## src/hdl/mlsng_pkg.sv

```systemverilog
// ============================================================================
// MLS noise generator package
// Shared constants, code types and the primitive polynomial taps table.
// ============================================================================
package mlsng_pkg;

    localparam int MAX_BITS  = 64;
    localparam int LEN_W     = 7;
    localparam int POS_W     = 6;
    localparam int SAMPLE_W  = 24;
    localparam int FRAC_BITS = 20;
    localparam int NOISE_W   = SAMPLE_W + 1;
    localparam int SUM_W     = SAMPLE_W + 2;
    localparam int PROD_W    = SAMPLE_W + NOISE_W;
    localparam int MAG_W     = PROD_W + 1 - FRAC_BITS;
    localparam int CFG_IDX_W = 2;

    localparam logic [LEN_W-1:0] LEN_MIN   = LEN_W'(1);
    localparam logic [LEN_W-1:0] LEN_RESET = LEN_W'(MAX_BITS);

    localparam logic signed [SAMPLE_W-1:0] AMP_RESET = SAMPLE_W'(1048576);
    localparam logic signed [SAMPLE_W-1:0] OFS_RESET = '0;

    localparam logic [SAMPLE_W-1:0] SAT_MAX = {1'b0, {(SAMPLE_W-1){1'b1}}};
    localparam logic [SAMPLE_W-1:0] SAT_MIN = {1'b1, {(SAMPLE_W-1){1'b0}}};

    typedef enum logic [1:0] {
        OP_WRITE = 2'd0,
        OP_ADD   = 2'd1,
        OP_MUL   = 2'd2
    } t_op;

    typedef enum logic [CFG_IDX_W-1:0] {
        CFG_LENGTH    = 2'd0,
        CFG_AMPLITUDE = 2'd1,
        CFG_OFFSET    = 2'd2
    } t_cfg_reg;

    // Mask with the lowest n bits set.
    function automatic logic [MAX_BITS-1:0] width_mask(input logic [LEN_W-1:0] n);
        logic [MAX_BITS-1:0] m;
        m = '0;
        for (int i = 0; i < MAX_BITS; i++) begin
            m[i] = (LEN_W'(i) < n);
        end
        return m;
    endfunction

    // Feedback taps for an LFSR of length idx + 1.
    function automatic logic [MAX_BITS-1:0] taps_rom(input logic [POS_W-1:0] idx);
        logic [MAX_BITS-1:0] t;
        case (idx)
            6'd0:  t = 64'd1;
            6'd1:  t = 64'd3;
            6'd2:  t = 64'd3;
            6'd3:  t = 64'd3;
            6'd4:  t = 64'd5;
            6'd5:  t = 64'd3;
            6'd6:  t = 64'd3;
            6'd7:  t = 64'd99;
            6'd8:  t = 64'd17;
            6'd9:  t = 64'd9;
            6'd10: t = 64'd5;
            6'd11: t = 64'd153;
            6'd12: t = 64'd27;
            6'd13: t = 64'd6147;
            6'd14: t = 64'd3;
            6'd15: t = 64'd45;
            6'd16: t = 64'd9;
            6'd17: t = 64'd129;
            6'd18: t = 64'd99;
            6'd19: t = 64'd9;
            6'd20: t = 64'd5;
            6'd21: t = 64'd3;
            6'd22: t = 64'd33;
            6'd23: t = 64'd27;
            6'd24: t = 64'd9;
            6'd25: t = 64'd387;
            6'd26: t = 64'd387;
            6'd27: t = 64'd9;
            6'd28: t = 64'd5;
            6'd29: t = 64'd98307;
            6'd30: t = 64'd9;
            6'd31: t = 64'd402653187;
            6'd32: t = 64'd8193;
            6'd33: t = 64'd49155;
            6'd34: t = 64'd5;
            6'd35: t = 64'd2049;
            6'd36: t = 64'd5125;
            6'd37: t = 64'd99;
            6'd38: t = 64'd17;
            6'd39: t = 64'd2621445;
            6'd40: t = 64'd9;
            6'd41: t = 64'd12582915;
            6'd42: t = 64'd99;
            6'd43: t = 64'd201326595;
            6'd44: t = 64'd27;
            6'd45: t = 64'd3145731;
            6'd46: t = 64'd33;
            6'd47: t = 64'd402653187;
            6'd48: t = 64'd513;
            6'd49: t = 64'd201326595;
            6'd50: t = 64'd98307;
            6'd51: t = 64'd9;
            6'd52: t = 64'd98307;
            6'd53: t = 64'd206158430211;
            6'd54: t = 64'd16777217;
            6'd55: t = 64'd6291459;
            6'd56: t = 64'd129;
            6'd57: t = 64'd524289;
            6'd58: t = 64'd6291459;
            6'd59: t = 64'd3;
            6'd60: t = 64'd98307;
            6'd61: t = 64'd216172782113783811;
            6'd62: t = 64'd3;
            6'd63: t = 64'd27;
            default: t = 64'd1;
        endcase
        return t;
    endfunction

endpackage

```

## src/hdl/mls_noise_generator.sv

```systemverilog
// ============================================================================
// MLS noise generator
// Fibonacci LFSR noise source that writes, adds or multiplies noise samples.
// ============================================================================
// Usage:
//   Slave channel: one beat per sample. tdata carries the Q4.20 input sample,
//   tuser the operation (overwrite, add, multiply) and tlast the block end.
//   Master channel: one beat per input beat. tdata carries the saturated
//   Q4.20 result, tuser the sequence bit used for it and tlast the copy of
//   the block end flag.
//   An accepted input beat passes an input stage that shifts the LFSR and
//   forms the noise value, a stage holding the sum or the registered
//   24 x 25 bit product, and the output register that rounds and
//   saturates. Throughput is one beat per cycle while the receiver is ready.
//   The configuration port sets the LFSR length (1 to 64, clamped), the
//   amplitude and the offset; write it only while no beat is in flight.
//   Reset sets length 64, amplitude 1.0, offset 0 and an all-ones state.
//   When the receiver stalls, each stage holds its beat; empty stages ahead
//   still fill, so the input keeps taking beats until the pipeline is full.
// ============================================================================
module mls_noise_generator (
    input  logic                                  i_clk,
    input  logic                                  i_rst_n,
    // Configuration write port
    input  logic                                  i_cfg_we,
    input  logic [mlsng_pkg::CFG_IDX_W-1:0]       i_cfg_index,
    input  logic [mlsng_pkg::SAMPLE_W-1:0]        i_cfg_data,
    // Slave channel
    input  logic                                  i_s_tvalid,
    output logic                                  o_s_tready,
    input  logic [mlsng_pkg::SAMPLE_W-1:0]        i_s_tdata,  // [23:0] input_sample
    input  logic [1:0]                            i_s_tuser,  // [1:0] operation
    input  logic                                  i_s_tlast,  // block_end
    // Master channel
    output logic                                  o_m_tvalid,
    input  logic                                  i_m_tready,
    output logic [mlsng_pkg::SAMPLE_W-1:0]        o_m_tdata,  // [23:0] output_sample
    output logic                                  o_m_tuser,  // [0] sequence_bit
    output logic                                  o_m_tlast   // block_end_out
);

    localparam int MAX_BITS = mlsng_pkg::MAX_BITS;
    localparam int LEN_W    = mlsng_pkg::LEN_W;
    localparam int POS_W    = mlsng_pkg::POS_W;
    localparam int SAMPLE_W = mlsng_pkg::SAMPLE_W;
    localparam int NOISE_W  = mlsng_pkg::NOISE_W;
    localparam int SUM_W    = mlsng_pkg::SUM_W;
    localparam int PROD_W   = mlsng_pkg::PROD_W;
    localparam int MAG_W    = mlsng_pkg::MAG_W;

    // Configuration and LFSR state
    logic [MAX_BITS-1:0]        r_lfsr, n_lfsr;
    logic [MAX_BITS-1:0]        r_mask, n_mask;
    logic [MAX_BITS-1:0]        r_taps, n_taps;
    logic [POS_W-1:0]           r_fb_pos, n_fb_pos;
    logic signed [SAMPLE_W-1:0] r_amp, n_amp;
    logic signed [SAMPLE_W-1:0] r_ofs, n_ofs;

    // Stage 1: noise value and input fields
    logic                       r1_valid;
    logic [1:0]                 r1_op;
    logic signed [SAMPLE_W-1:0] r1_sample;
    logic signed [NOISE_W-1:0]  r1_noise;
    logic                       r1_bit;
    logic                       r1_last;

    // Stage 2: sum or product magnitude
    logic                       r2_valid;
    logic                       r2_is_mul;
    logic                       r2_neg;
    logic signed [SUM_W-1:0]    r2_sum;
    logic [PROD_W-1:0]          r2_prod;
    logic                       r2_bit;
    logic                       r2_last;

    // Output register
    logic                       r_out_valid;
    logic [SAMPLE_W-1:0]        r_out_data;
    logic                       r_out_bit;
    logic                       r_out_last;

    logic load_out, load2, load1, accept;

    assign load_out   = !r_out_valid || i_m_tready;
    assign load2      = !r2_valid || load_out;
    assign load1      = !r1_valid || load2;
    assign o_s_tready = load1;
    assign accept     = i_s_tvalid && load1;

    // ---------------------------------------------------------------- config
    logic [LEN_W-1:0]    cfg_len;
    logic [MAX_BITS-1:0] cfg_mask;
    logic [MAX_BITS-1:0] cfg_state;

    always_comb begin
        cfg_len = i_cfg_data[LEN_W-1:0];
        if (cfg_len < mlsng_pkg::LEN_MIN) begin
            cfg_len = mlsng_pkg::LEN_MIN;
        end else if (cfg_len > mlsng_pkg::LEN_RESET) begin
            cfg_len = mlsng_pkg::LEN_RESET;
        end
        cfg_mask  = mlsng_pkg::width_mask(cfg_len);
        cfg_state = r_lfsr & cfg_mask;
        if (cfg_state == '0) begin
            cfg_state = cfg_mask;
        end
    end

    // ------------------------------------------------------------ LFSR step
    logic                feedback;
    logic [MAX_BITS-1:0] shifted;

    assign feedback = ^(r_lfsr & r_taps);

    always_comb begin
        shifted           = r_lfsr >> 1;
        shifted[r_fb_pos] = feedback;
        shifted           = shifted & r_mask;
    end

    always_comb begin
        n_lfsr   = r_lfsr;
        n_mask   = r_mask;
        n_taps   = r_taps;
        n_fb_pos = r_fb_pos;
        n_amp    = r_amp;
        n_ofs    = r_ofs;
        if (i_cfg_we) begin
            case (mlsng_pkg::t_cfg_reg'(i_cfg_index))
                mlsng_pkg::CFG_LENGTH: begin
                    n_lfsr   = cfg_state;
                    n_mask   = cfg_mask;
                    n_fb_pos = POS_W'(cfg_len - LEN_W'(1));
                    n_taps   = mlsng_pkg::taps_rom(POS_W'(cfg_len - LEN_W'(1)));
                end
                mlsng_pkg::CFG_AMPLITUDE: n_amp = i_cfg_data;
                mlsng_pkg::CFG_OFFSET:    n_ofs = i_cfg_data;
                default: ;
            endcase
        end else if (accept) begin
            n_lfsr = shifted;
        end
    end

    always_ff @(posedge i_clk) begin
        if (!i_rst_n) begin
            r_lfsr   <= '1;
            r_mask   <= '1;
            r_taps   <= mlsng_pkg::taps_rom(POS_W'(MAX_BITS - 1));
            r_fb_pos <= POS_W'(MAX_BITS - 1);
            r_amp    <= mlsng_pkg::AMP_RESET;
            r_ofs    <= mlsng_pkg::OFS_RESET;
        end else begin
            r_lfsr   <= n_lfsr;
            r_mask   <= n_mask;
            r_taps   <= n_taps;
            r_fb_pos <= n_fb_pos;
            r_amp    <= n_amp;
            r_ofs    <= n_ofs;
        end
    end

    // --------------------------------------------------------------- stage 1
    logic signed [NOISE_W-1:0] amp_x, ofs_x, noise;

    assign amp_x = NOISE_W'(r_amp);
    assign ofs_x = NOISE_W'(r_ofs);
    assign noise = r_lfsr[0] ? (ofs_x + amp_x) : (ofs_x - amp_x);

    always_ff @(posedge i_clk) begin
        if (!i_rst_n) begin
            r1_valid <= 1'b0;
        end else if (load1) begin
            r1_valid <= i_s_tvalid;
        end
    end

    always_ff @(posedge i_clk) begin
        if (accept) begin
            r1_op     <= i_s_tuser;
            r1_sample <= i_s_tdata;
            r1_noise  <= noise;
            r1_bit    <= r_lfsr[0];
            r1_last   <= i_s_tlast;
        end
    end

    // --------------------------------------------------------------- stage 2
    logic signed [SUM_W-1:0] sample_x, noise_x, sum_val;
    logic [SAMPLE_W-1:0]     mag_a;
    logic [NOISE_W-1:0]      mag_b;
    logic                    is_mul;

    assign sample_x = SUM_W'(r1_sample);
    assign noise_x  = SUM_W'(r1_noise);
    assign mag_a    = r1_sample[SAMPLE_W-1] ? SAMPLE_W'(-sample_x) : SAMPLE_W'(sample_x);
    assign mag_b    = r1_noise[NOISE_W-1]   ? NOISE_W'(-noise_x)   : NOISE_W'(noise_x);

    // Operation codes outside the list act as overwrite.
    always_comb begin
        is_mul  = 1'b0;
        sum_val = noise_x;
        case (mlsng_pkg::t_op'(r1_op))
            mlsng_pkg::OP_ADD: sum_val = sample_x + noise_x;
            mlsng_pkg::OP_MUL: is_mul  = 1'b1;
            default:           sum_val = noise_x;
        endcase
    end

    always_ff @(posedge i_clk) begin
        if (!i_rst_n) begin
            r2_valid <= 1'b0;
        end else if (load2) begin
            r2_valid <= r1_valid;
        end
    end

    always_ff @(posedge i_clk) begin
        if (load2 && r1_valid) begin
            r2_is_mul <= is_mul;
            r2_neg    <= r1_sample[SAMPLE_W-1] ^ r1_noise[NOISE_W-1];
            r2_sum    <= sum_val;
            r2_prod   <= PROD_W'(mag_a) * PROD_W'(mag_b);
            r2_bit    <= r1_bit;
            r2_last   <= r1_last;
        end
    end

    // ---------------------------------------------------------- output stage
    logic [MAG_W-1:0]    mag;
    logic [SAMPLE_W-1:0] mul_res, sum_res;

    // Round to nearest with ties away from zero, applied on the magnitude.
    assign mag = MAG_W'(({1'b0, r2_prod} + (PROD_W+1)'(1 << (mlsng_pkg::FRAC_BITS - 1)))
                        >> mlsng_pkg::FRAC_BITS);

    always_comb begin
        if (r2_neg) begin
            if (mag > MAG_W'(mlsng_pkg::SAT_MIN)) begin
                mul_res = mlsng_pkg::SAT_MIN;
            end else begin
                mul_res = SAMPLE_W'(-mag);
            end
        end else begin
            if (mag > MAG_W'(mlsng_pkg::SAT_MAX)) begin
                mul_res = mlsng_pkg::SAT_MAX;
            end else begin
                mul_res = SAMPLE_W'(mag);
            end
        end
    end

    always_comb begin
        if (r2_sum > SUM_W'($signed(mlsng_pkg::SAT_MAX))) begin
            sum_res = mlsng_pkg::SAT_MAX;
        end else if (r2_sum < SUM_W'($signed(mlsng_pkg::SAT_MIN))) begin
            sum_res = mlsng_pkg::SAT_MIN;
        end else begin
            sum_res = SAMPLE_W'(r2_sum);
        end
    end

    always_ff @(posedge i_clk) begin
        if (!i_rst_n) begin
            r_out_valid <= 1'b0;
        end else if (load_out) begin
            r_out_valid <= r2_valid;
        end
    end

    always_ff @(posedge i_clk) begin
        if (load_out && r2_valid) begin
            r_out_data <= r2_is_mul ? mul_res : sum_res;
            r_out_bit  <= r2_bit;
            r_out_last <= r2_last;
        end
    end

    assign o_m_tvalid = r_out_valid;
    assign o_m_tdata  = r_out_data;
    assign o_m_tuser  = r_out_bit;
    assign o_m_tlast  = r_out_last;

endmodule
```

## config.mk

```make
export PLATFORM = sky130hd
export DESIGN_NAME = mls_noise_generator
export DESIGN_NICKNAME = d
export VERILOG_FILES = /design/src/hdl/mlsng_pkg.sv /design/src/hdl/mls_noise_generator.sv
export SDC_FILE = /design/constraint.sdc
export NUM_CORES = 2
export LEC_CHECK = 0
export BUFFER_PORTS_ARGS = -buffer_cell sky130_fd_sc_hd__buf_4
export CAP_MARGIN = 20
export CORE_ASPECT_RATIO = 1.4
export CORE_MARGIN = 5
export CORE_UTILIZATION = 30
export DETAILED_ROUTE_END_ITERATION = 8
export GPL_TIMING_DRIVEN = 0
export PLACE_DENSITY = 0.48
export RECOVER_POWER = 100
export SLEW_MARGIN = 30
export SYNTH_ARGS = -nofsm -noshare
export SYNTH_HDL_FRONTEND = slang
export SYNTH_SLANG_ARGS = --single-unit
```

## constraint.sdc

```tcl
create_clock -name i_clk -period 9.6 [get_ports i_clk]
set_input_delay 0.48 -clock i_clk [delete_from_list [all_inputs] [get_ports i_clk]]
set_output_delay 0.48 -clock i_clk [all_outputs]
set_load 0.1 [all_outputs]
```

## After elaboration in Yosys (flattened, before gate mapping)

Memories as Yosys holds them, arrays and structs flattened. A register that Yosys moved wholly into a read port is not among the register bits.
Cells that the tools add are included.

- Memory bits (read-only): 1856
- Bits in writable memories: 0
- Bits in latches: 0
- Memories: 1
- Flip-flop bits (word level): 407

Memory list:

| name | depth | width | rd ports | clocked after Yosys merged registers in | write ports | line | RTL |
|---|---|---|---|---|---|---|---|
| (no name shown) | 64 | 29 | 1 | 1 | 0 | mlsng_pkg.sv:52 | `case (idx)` |

- Mux-type cells: 20
- Bitwise logic cells: 4
- $add $sub $neg: 8
- Reductions and logical operators: 19
- Multipliers: 1
- Eq/ne operators: 5
- $lt $le $gt $ge: 72
- Div/mod/pow operators: 0
- Shifts and indexed selects: 0

Operator list:

| kind | number |
|---|---|
| $mux 64 | 4 |
| $lt 6x7->1 const A | 32 |
| $and 64x64->64 | 3 |
| $mux 24 | 7 |
| $lt 5x7->1 const A | 16 |
| $bwmux 64 | 1 |
| $logic_not 64->1 | 1 |
| $reduce_xor 64->1 | 1 |
| $lt 4x7->1 const A | 8 |
| $add 49x20->50 const B | 1 |
| $mux 25 | 2 |
| $mul 24x25->49 | 1 |
| $neg 24->24 | 2 |
| $gt 30x23->1 const B | 1 |
| $gt 30x24->1 const B | 1 |
| $lt 3x7->1 const A | 4 |
| $add 24x25->26 | 1 |
| $gt 26x24->1 const B | 1 |
| $lt 26x24->1 const B | 1 |
| $mux 26 | 1 |
| $add 24x24->25 | 1 |
| $neg 25->25 | 1 |
| $sub 24x24->25 | 1 |
| $lt 1x7->1 const A | 2 |
| 19 further kinds | 35 |

## Logic depth before layout (Yosys ltp)

- Depth in word-level cells: 9
- Depth in mapped cells: 34
- Gate-level depth less buffers: 33

## Worst setup path after synthesis

No wires, ideal clock.

- Path kind: register -> register
- Start point: register r1_noise[0]
- End point: register r2_prod[46], data pin
- Library setup time: 257 ps
- Stages on the path, launching flop included: 34
- Data arrival time: 8756 ps
- Data required time: 9343 ps
- Clock period less this slack: 9013 ps
- Buffers on the path: 2
- Path slack: 587 ps
- Path through: edfxtp_1 inv_1 clkbuf_1 ha_1 nand2_1 or2_1 or3_4 nand2b_4 or4_4 o31a_1 xor2_1 buf_6 nand2_1 fa_1 inv_1 fa_1 inv_1 fa_1 fa_1 inv_1 fa_1 fa_1 inv_1 fa_1 inv_1 ha_1 a21o_1 a211o_1 a21o_1 o21ai_0 o21bai_1 o21bai_1 o31a_1 xor2_1

- Word-level cells in the longest chain between the ends: 3

RTL lines:

| what | line | RTL |
|---|---|---|
| start: declaration | mls_noise_generator.sv:63 | `logic signed [NOISE_W-1:0] r1_noise;` |
| start signal: assignment | mls_noise_generator.sv:182 | `r1_noise <= noise;` |
| $neg 25->25 | mls_noise_generator.sv:197 | `assign mag_b = r1_noise[NOISE_W-1] ? NOISE_W'(-noise_x) : NOISE_W'(noise_x);` |
| $mux 25 * | mls_noise_generator.sv:197 |  |
| $mul 24x25->49 * | mls_noise_generator.sv:223 | `r2_prod <= PROD_W'(mag_a) * PROD_W'(mag_b);` |
| end signal: assignment | mls_noise_generator.sv:223 |  |
| end: declaration | mls_noise_generator.sv:72 | `logic [PROD_W-1:0] r2_prod;` |

Mark *: on every way between the ends. The rest lies on a longest branch, timed or not.
A chain may end at the register's enable or synchronous reset.

## Worst setup path after layout

- Start point: register r1_sample[3]
- End point: register r2_prod[46], data pin

- Word-level cells in the longest chain between the ends: 3

RTL lines:

| what | line | RTL |
|---|---|---|
| start: declaration | mls_noise_generator.sv:62 | `logic signed [SAMPLE_W-1:0] r1_sample;` |
| start signal: assignment | mls_noise_generator.sv:181 | `r1_sample <= i_s_tdata;` |
| $neg 24->24 | mls_noise_generator.sv:196 | `assign mag_a = r1_sample[SAMPLE_W-1] ? SAMPLE_W'(-sample_x) : SAMPLE_W'(sample_x);` |
| $mux 24 * | mls_noise_generator.sv:196 |  |
| $mul 24x25->49 * | mls_noise_generator.sv:223 |  |

Marks and branches as above.

==> metrics.csv <==
metric,value,unit
finalSetupViolCount,0,
cts_tree,built,
synthDistinctLibCells,100,
drt_iter0_drc,2904,
hpwl,136,mm
synth_nets,5506,
nets,5749,
antenna_found_initial,10,
slew_headroom,-82.3,%
finalHoldViolations,0,
ant_nets,0,
fmax,0.106,GHz
portBuffers,80,
route.detailed.drc,0,
ys_seq_area_share,21.0,%
status,finished with violations,
vias,36200,
worst_setup_path_start_kind,register,
synth_edf_count,139,
crit_family,adder cells,
die_area,0.141,sq mm
gp_congestion,0.998,
grt_pass1_vias,36900,
clk_pin_slew_worst_paths,0.06,ns
clock_path_buffers,3,
overflow,0,
yosys_register_bits,351,
worst-path-buf-inv,6,
pin_count,86,
die_h,442,microns
grt_pass1_wl,249,mm
clock-root-buffer,clkbuf_16,
htreeDepth,2,
place_area,0.0436,sq mm
ys.flop_type,dfxtp_1,
endpoint_kind,register,
start_util,30.2,%
multi_input_area,0.0296,sq mm
drt_pass1_iterations,6,
maxSlewViolCount,72,
finClkSkew,0.0541,ns
via_per_inst,5.36,
cpMaxStageDelayCell,or4_4,
synth.avg_cell_area,8.51,sq um
die_w,319,microns
slowest_delay,0.58,ns
min_period,9.45,ns
worstPathRequired,9.95,ns
hold_class,in -> reg,
yosys_warnings,0,
cts.sinks,351,
layout-drive-gt1-share,9.70,%
crit_path_frequent_cell,fa_1,
clock_latency,0.64,ns
ff_latch_area,0.00842,sq mm
period_share,98.4,%
num_rows,158,
path_class,reg -> reg,
final_area,0.0468,sq mm
netlist_area,0.0401,sq mm
syn2layout_area_growth,16.9,%
arrival,9.79,ns
setup_tns,0,ns
grt_usage,23.8,%
synthCells,4710,
core,0.133,sq mm
nFillCells,13800,
max_cap_viol_count,4,
ys_async_sr_fraction,0,%
violations,"max-capacitance violations, max-slew violations",
crit_fanout,8,
grt_start_max_net_pins,47,
numCtsBuffers,46,
post_drt_wl_per_cell,25.6,microns
tightest_slew,2.73,ns
routed_wl,173,mm
## layer usage
layer / vias to the layer above / wire length [microns] / share of wire (%) / GRT usage (%)
li1: 16100 / - / - / -
met1: 18100 / 61900 / 36 / 26.1
met2: 1541 / 85500 / 49 / 42.2
met3: 558 / 9710 / 5.6 / 3.11
met4: 0 / 15900 / 9.2 / 16.9
met5: - / 0 / 0 / 0
## synth_stat cells, types with 40 or more instances
cell type	count	area (sq um)
fa_1	505	10100
ha_1	233	2920
xnor2_1	125	1090
and2_1	42	263
o21ai_0	155	776
nand2_1	772	2900
nor2_1	387	1450
inv_1	611	2290
o2111ai_1	40	350
dfxtp_1	212	4240
nand2b_1	53	332
a31oi_1	61	382
nand3_1	117	586
clkbuf_1	211	792
a2bb2oi_1	56	490
a21oi_1	301	1510
edfxtp_1	139	4170
xor2_1	102	893
nor3_1	51	255
## cell families after synthesis
family,count (synthesis),synth area share (%)
mux,17,0.450
xor+xnor,238,5.50
fa+ha+maj,739,32.5
simple gates,1611,17.9
buf+inv,870,8.36
flops,351,21.0
compound gates,884,14.2
## cells in the final DEF, fill, tap and decap left out, types with 24 or more instances in the layout
cell type / netlist / final
edfxtp_1: 139 / 139
o211ai_1: 26 / 26
xnor2_2: 6 / 33
nor2_1: 387 / 379
o21a_1: 25 / 24
a21oi_1: 301 / 297
and2_1: 42 / 40
nand3_1: 117 / 117
buf_4: 4 / 118
nor3_1: 51 / 48
xnor2_1: 125 / 85
dfxtp_1: 212 / 212
inv_1: 611 / 606
ha_1: 233 / 219
xor2_1: 102 / 74
clkbuf_16: 0 / 48
o22ai_1: 24 / 24
a31oi_1: 61 / 61
nand2_1: 772 / 770
a2bb2oi_1: 56 / 56
nand4_1: 24 / 24
fa_1: 505 / 505
clkbuf_1: 211 / 242
o21ai_0: 155 / 140
o2111ai_1: 40 / 40
nand2b_1: 53 / 53
## stage by stage
| stage | util, % | std cells | setup slack, ns | hold slack (ns) |
|---|---|---|---|---|
| 2_1_floorplan | - | 4710 | 0.587 | 0.400 |
| 3_3_place_gp | 32.3 | 6550 | -3.37 | 0.405 |
| 6_report | 35.3 | 6761 | 0.154 | 0.0777 |
| 5_1_grt | 35.3 | 6757 | -0.0496 | 0.0516 |
| 3_5_place_dp | 32.9 | 6569 | -2.71 | 0.406 |
| 4_1_cts | 34.9 | 6704 | 0.00512 | 0.0122 |
## sequential cells by signal (all words and copies together), names as in the netlist, 2 cells and up
signal and count:
r_lfsr 64, r_mask 64, r2_prod 30, r_taps 27, r2_sum 26, r1_noise 25
o_m_tdata 24, r1_sample 24, r_amp 24, r_ofs 24, r_fb_pos 6, r1_op 2
## what timing repair did
item / 4_1_cts / 5_1_grt
gates resized for setup: 143 / 98
hold buffers: 3 / 0
pin swaps: 16 / 47
endpoints found under the hold margin: 3 / 0
endpoints found under the setup margin: 30 / 24
setup buffers: 49 / 47
## path summary, 6_finish.rpt
| check | startpoint | end | slack [ns] | cells past startpoint |
|---|---|---|---|---|
| min | i_s_tdata[18] | r1_sample[18] | 0.08 | 1 |
| max | r1_sample[3] | r2_prod[46] | 0.15 | 29 |
| min reg2reg | r2_bit | o_m_tuser | 0.42 | 0 |
| max reg2reg | r1_sample[3] | r2_prod[46] | 0.15 | 29 |
## cell type report
class	instances	area share, %
Tap cell	1760	4.70
Inverter	612	4.91
Buffer	255	2.65
Sequential cell	351	18.0
Timing Repair Buffer	198	3.14
Antenna cell	12	0.0641
Clock buffer	66	2.86
Multi-Input combinational cell	3489	63.2
Clock inverter	18	0.491
Power is left out: the tool's default activity adds up to more than one toggle a clock period on the data nets, which glitch-free logic cannot reach.
